**src/rtl/core/rtt_pkg.sv**
```systemverilog
package rtt_pkg;

  // Table geometry. Tag 0 is reserved, so tags run from 1 to TABLE_SLOTS-1.
  localparam int unsigned TABLE_SLOTS = 8192;
  localparam int unsigned IDX_W       = $clog2(TABLE_SLOTS);
  localparam int unsigned GIVEN_W     = 13;
  localparam logic [IDX_W:0] SLOTS_X  = (IDX_W + 1)'(TABLE_SLOTS);

  typedef enum logic [1:0] {
    KIND_ALLOC  = 2'd0,
    KIND_CANCEL = 2'd1,
    KIND_REPLY  = 2'd2
  } kind_t;

  typedef enum logic [2:0] {
    ST_ALLOCATED = 3'd0,
    ST_CANCELLED = 3'd1,
    ST_DELIVERED = 3'd2,
    ST_BAD_TAG   = 3'd3,
    ST_ZERO_TAG  = 3'd4,
    ST_OVERLAP   = 3'd5,
    ST_NO_WAITER = 3'd6
  } status_t;

  typedef struct packed {
    logic [1:0]  kind;
    logic [15:0] requester;
    logic [31:0] object_id;
    logic [31:0] tag;
  } in_item_t;

  typedef struct packed {
    status_t            status;
    logic [GIVEN_W-1:0] given_tag;
    logic [15:0]        deliver_to;
    logic               first_zero_warning;
  } out_item_t;

  // One table entry as it sits in the slot memory.
  typedef struct packed {
    logic        valid;
    logic [15:0] requester;
    logic [31:0] object_id;
  } slot_t;

  typedef enum logic [1:0] {
    S_CLEAR,
    S_IDLE,
    S_LOOKUP
  } state_t;

  // Controller to datapath.
  typedef struct packed {
    logic accept;
    logic clear_en;
    logic lookup;
  } dp_cmd_t;

  // Datapath to controller.
  typedef struct packed {
    logic clear_last;
    logic needs_lookup;
    logic has_result;
  } dp_sts_t;

endpackage

```
**src/rtl/core/rtt_ctrl.sv**
```systemverilog
module rtt_ctrl (
  input  logic             clk,
  input  logic             rst_n,
  input  logic             in_valid,
  output logic             in_ready,
  output logic             out_valid,
  input  logic             out_ready,
  input  rtt_pkg::dp_sts_t sts,
  output rtt_pkg::dp_cmd_t cmd
);
  import rtt_pkg::*;

  state_t state_r, state_nxt;
  logic   out_valid_r, out_valid_nxt;

  always_ff @(posedge clk) begin
    if (!rst_n) begin
      state_r     <= S_CLEAR;
      out_valid_r <= 1'b0;
    end else begin
      state_r     <= state_nxt;
      out_valid_r <= out_valid_nxt;
    end
  end

  always_comb begin
    state_nxt     = state_r;
    out_valid_nxt = out_valid_r && !out_ready;
    cmd           = '0;
    in_ready      = 1'b0;
    unique case (state_r)
      S_CLEAR: begin
        cmd.clear_en = 1'b1;
        if (sts.clear_last) begin
          state_nxt = S_IDLE;
        end
      end
      S_IDLE: begin
        in_ready   = !out_valid_r || out_ready;
        cmd.accept = in_valid && in_ready;
        if (cmd.accept) begin
          if (sts.needs_lookup) begin
            state_nxt = S_LOOKUP;
          end else if (sts.has_result) begin
            out_valid_nxt = 1'b1;
          end
        end
      end
      S_LOOKUP: begin
        cmd.lookup    = 1'b1;
        out_valid_nxt = 1'b1;
        state_nxt     = S_IDLE;
      end
      default: begin
        state_nxt = S_CLEAR;
      end
    endcase
  end

  assign out_valid = out_valid_r;

endmodule

```
**config.mk**
```make
export PLATFORM = sky130hd
export DESIGN_NAME = rtt_ctrl
export DESIGN_NICKNAME = d
export VERILOG_FILES = /design/src/rtl/core/rtt_pkg.sv /design/src/rtl/core/rtt_ctrl.sv
export SDC_FILE = /design/constraint.sdc
export NUM_CORES = 1
export LEC_CHECK = 0
export BUFFER_PORTS_ARGS = -buffer_cell sky130_fd_sc_hd__buf_2
export CORE_AREA = 2 2 39 41
export CTS_CLUSTER_SIZE = 28
export DETAILED_ROUTE_END_ITERATION = 7
export DIE_AREA = 0 0 41 43
export GPL_ROUTABILITY_DRIVEN = 0
export PLACE_DENSITY = 0.37
export SYNTH_ARGS = -nofsm -noshare
export SYNTH_HDL_FRONTEND = slang
export SYNTH_SLANG_ARGS = --single-unit
```
**constraint.sdc**
```tcl
create_clock -name clk -period 3.5 [get_ports clk]
set_input_delay 0.7 -clock clk [delete_from_list [all_inputs] [get_ports clk]]
set_output_delay 0.7 -clock clk [all_outputs]
set_load 0.005 [all_outputs]
```
# [After elaboration in Yosys (flattened, before gate mapping)]
# Index checks and enable logic that the tools add are counted.
[word_totals] register_bits=3 latch_bits=0 ramBits=0 romBits=0 inputBits=7 elab_cells=26 memories=0
[classes] n_addsub=0 mul=0 n_div=0 magnitude_cmp=0 eq_ne=5 n_shift=0 n_mux=12 bitwise=0 reduce_logical=7
[op_table] op="two-way mux 1 bit" n=7
[op_table] op="two-way mux 2 bit" n=3
[op_table] op="!= test 2 bit (second input constant)" n=3
[op_table] op="one-hot mux 2 bit (3 select lines)" n=1
[op_table] op="AND reduction 3 bit" n=1
[op_table] op="equality test 2 x 1 -> 1 bit (second input constant)" n=1
[op_table] op="equality test 2 bit (second input constant)" n=1
[op_table] op="logical AND 1 bit" n=2
[op_table] op="logical NOT 1 bit" n=2
[op_table] op="logical NOT 2 bit" n=1
[op_table] op="one-hot mux 1 bit (2 select lines)" n=1
[op_table] op="logical OR 1 bit" n=1

# [Longest topological paths before layout]
[logic_depth] ltp_word=6 mapped_depth=5

# [Least setup slack after synthesis]
# No wires, ideal clock.
[synth_timing] path_type="input to output" from="in out_ready" to="out cmd[2] (netlist name)" t_arrival_ps=1042 required_ps=2800 path_slack_ps=1758 cell_stages=2 cell_sequence="nand2b_1 and3_1"
[synth_rtl] item="start: declaration" line_no="rtt_ctrl.sv:7" text="input logic out_ready,"
[synth_rtl] item="end: declaration" line_no="rtt_ctrl.sv:9" text="output rtt_pkg::dp_cmd_t cmd"

==> reports/qor.yml <==
status: "complete, no violations"
wl_um: 607
clock_skew_ps: 1.05
ios: 12
finalCritPeriodShare_pct: 56.6
clk_path_buf_depth: 2
async_flop_share_pct: 0
synth_top_area_share_pct: 23.1
dr_total_vias: 257
worst_pin_slew_ps: 263
cap_violations: 0
power_mw: 0.236
postCtsSetupBuffers: 0
first_global_vias: 242
critPathLaunchType: "input pin"
clockRootBuffer: "clkbuf_4"
syn_area_um2: 260
ys_top_cells_by_area: "dfxtp_1, ha_1, nand2b_1"
viasPerCell: 4.15
die_h_um: 43
rr_startpoint: "state_r[1]"
crit_required_ps: 2800
initial_utilization_pct: 18.8
holdCritPathClass: "reg -> reg"
cp_max_fo: 4
synth_area_per_cell_um2: 8.40
rsz0062_at_grt: "no"
fillers: 162
drtIter0Drc: 0
clkTransAtPathRegs_ps: 30
synthFlopType: "dfxtp_1"
end_kind: "output port"
die_w_um: 41
syn2layout_area_growth_pct: 38.9
final_layout_size_suffix_gt1_share_pct: 32.6
yosysWarnings: 0
multiInputGateArea_um2: 185
worstHoldStart: "state_r[1]"
clock_sink_count: 3
instances_no_fill: 62
startpoint: "out_ready"
synthCells: 31
synth.distinct_cells: 19
dieArea_um2: 1760
tns_ps: 0
grt_max_degree: 7
p_leak_nw: 0.175
grt_use_total_pct: 8.43
setup_violations: 0
critPathArrivalTime_ps: 1280
grt_pass1_wl_um: 1000
firstDrtPassIters: 1
htree_levels: 1
max_freq_mhz: 505
cts_tree: "done"
overflow: 0
worstSkewPairLatency_ps: 230
period_minus_slack_ps: 1980
ctsHoldBuffers: 0
regArea_um2: 60.1
cts_resized: 0
port_buffers: 11
ys_ff_latch: 3
hold_viol_final: 0
synth_edf_count: 0
rows: 14
drtAntennaViolNets: 0
numPlacedInstances: 58
p_per_area_nw_per_um2: 654
vdd_drop_max_mv: 0.194
crit_type: "in -> out"
synth_commonest_cells: "ha_1, inv_1, dfxtp_1, nand2b_1"
fin_nets: 58
avgRoutedWirePerCell_um: 9.79
maxSlewViolCount: 0
core_um2: 1380
slew_headroom_pct: 82.3
cts_buffers: 3
drc: 0
netlist.top_cell.by_area: "dfxtp_1"
syn-num-nets: 42
antenna_cells: 0
grt_antenna_before_repair: 0
ys_seq_area_share_pct: 23.1
[state kept, by name, summed over array words and instances, names as in the netlist]
name / count
out_valid: 1
state_r: 2
[per-layer routing]
metal  up-vias  share of wire [%]  track usage, %  wire length, um
met3         0                7.2            2.09               44
li1        140                  -               -                -
met5         -                  0               0                0
met4         0                  0            6.00                0
met2         6                 44            10.9              270
met1       111                 48            11.5              292
[worst paths after layout]
path,to,slack [ps],depth (start not counted)
hold / removal,state_r[1],560,2
setup reg to reg,state_r[0],2130,5
hold reg to reg,state_r[1],560,2
setup / recovery,cmd[2],1520,4
[worst max-delay path, cell delays in order]
cell	delay, ps
buf_2	100
nand2b_1	170
and3_1	190
buf_2	120
[layout make-up]
class	count	share of cell area, %
inverter	4	4.15
clock buffer	4	7.27
multi-input combinational	24	51.2
tap	16	5.54
sequential	3	16.6
timing repair buffer	11	15.2
[kinds of logic after synthesis]
logic type	synth area share, %
AOI/OAI and AO/OA	26.9
adders and majority gates	19.2
buffers and inverters	5.77
DFF	23.1
and+or+nand+nor	25.0
[report_power, final]
group / internal [mW] / switching [mW] / leakage (nW)
registers: 0.0448 / 0.00806 / 0.0246
logic: 0.0592 / 0.0657 / 0.136
clock network: 0.0426 / 0.0160 / 0.0150
[through the flow]
stage / cell area (um^2) / util, % / setup WS [ps] / hold WS (ps)
3_3_place_gp: 335 / 24.2 / 1540 / 566
4_1_cts: 362 / 26.1 / 1510 / 565
2_1_floorplan: 260 / - / 1760 / 522
3_5_place_dp: 335 / 24.2 / 1510 / 561
5_1_grt: 362 / 26.1 / 1480 / 590
6_report: 362 / 26.1 / 1520 / 563
[layout by cell type, fill, tap and decap left out, drive strengths merged]
cell type | netlist | routed
nand2b | 3 | 3
dfxtp | 3 | 3
nor4 | 1 | 1
a41o | 1 | 1
a211oi | 1 | 1
inv | 4 | 4
nor2b | 2 | 2
and2b | 1 | 1
nand2 | 1 | 1
o2bb2ai | 1 | 1
and3 | 1 | 1
and2 | 1 | 1
clkbuf | 0 | 4
a311oi | 2 | 2
nor2 | 1 | 1
a21oi | 1 | 1
ha | 4 | 4
buf | 0 | 11
o21ai | 3 | 3
Note: power is estimated with default switching activity, not from simulation.
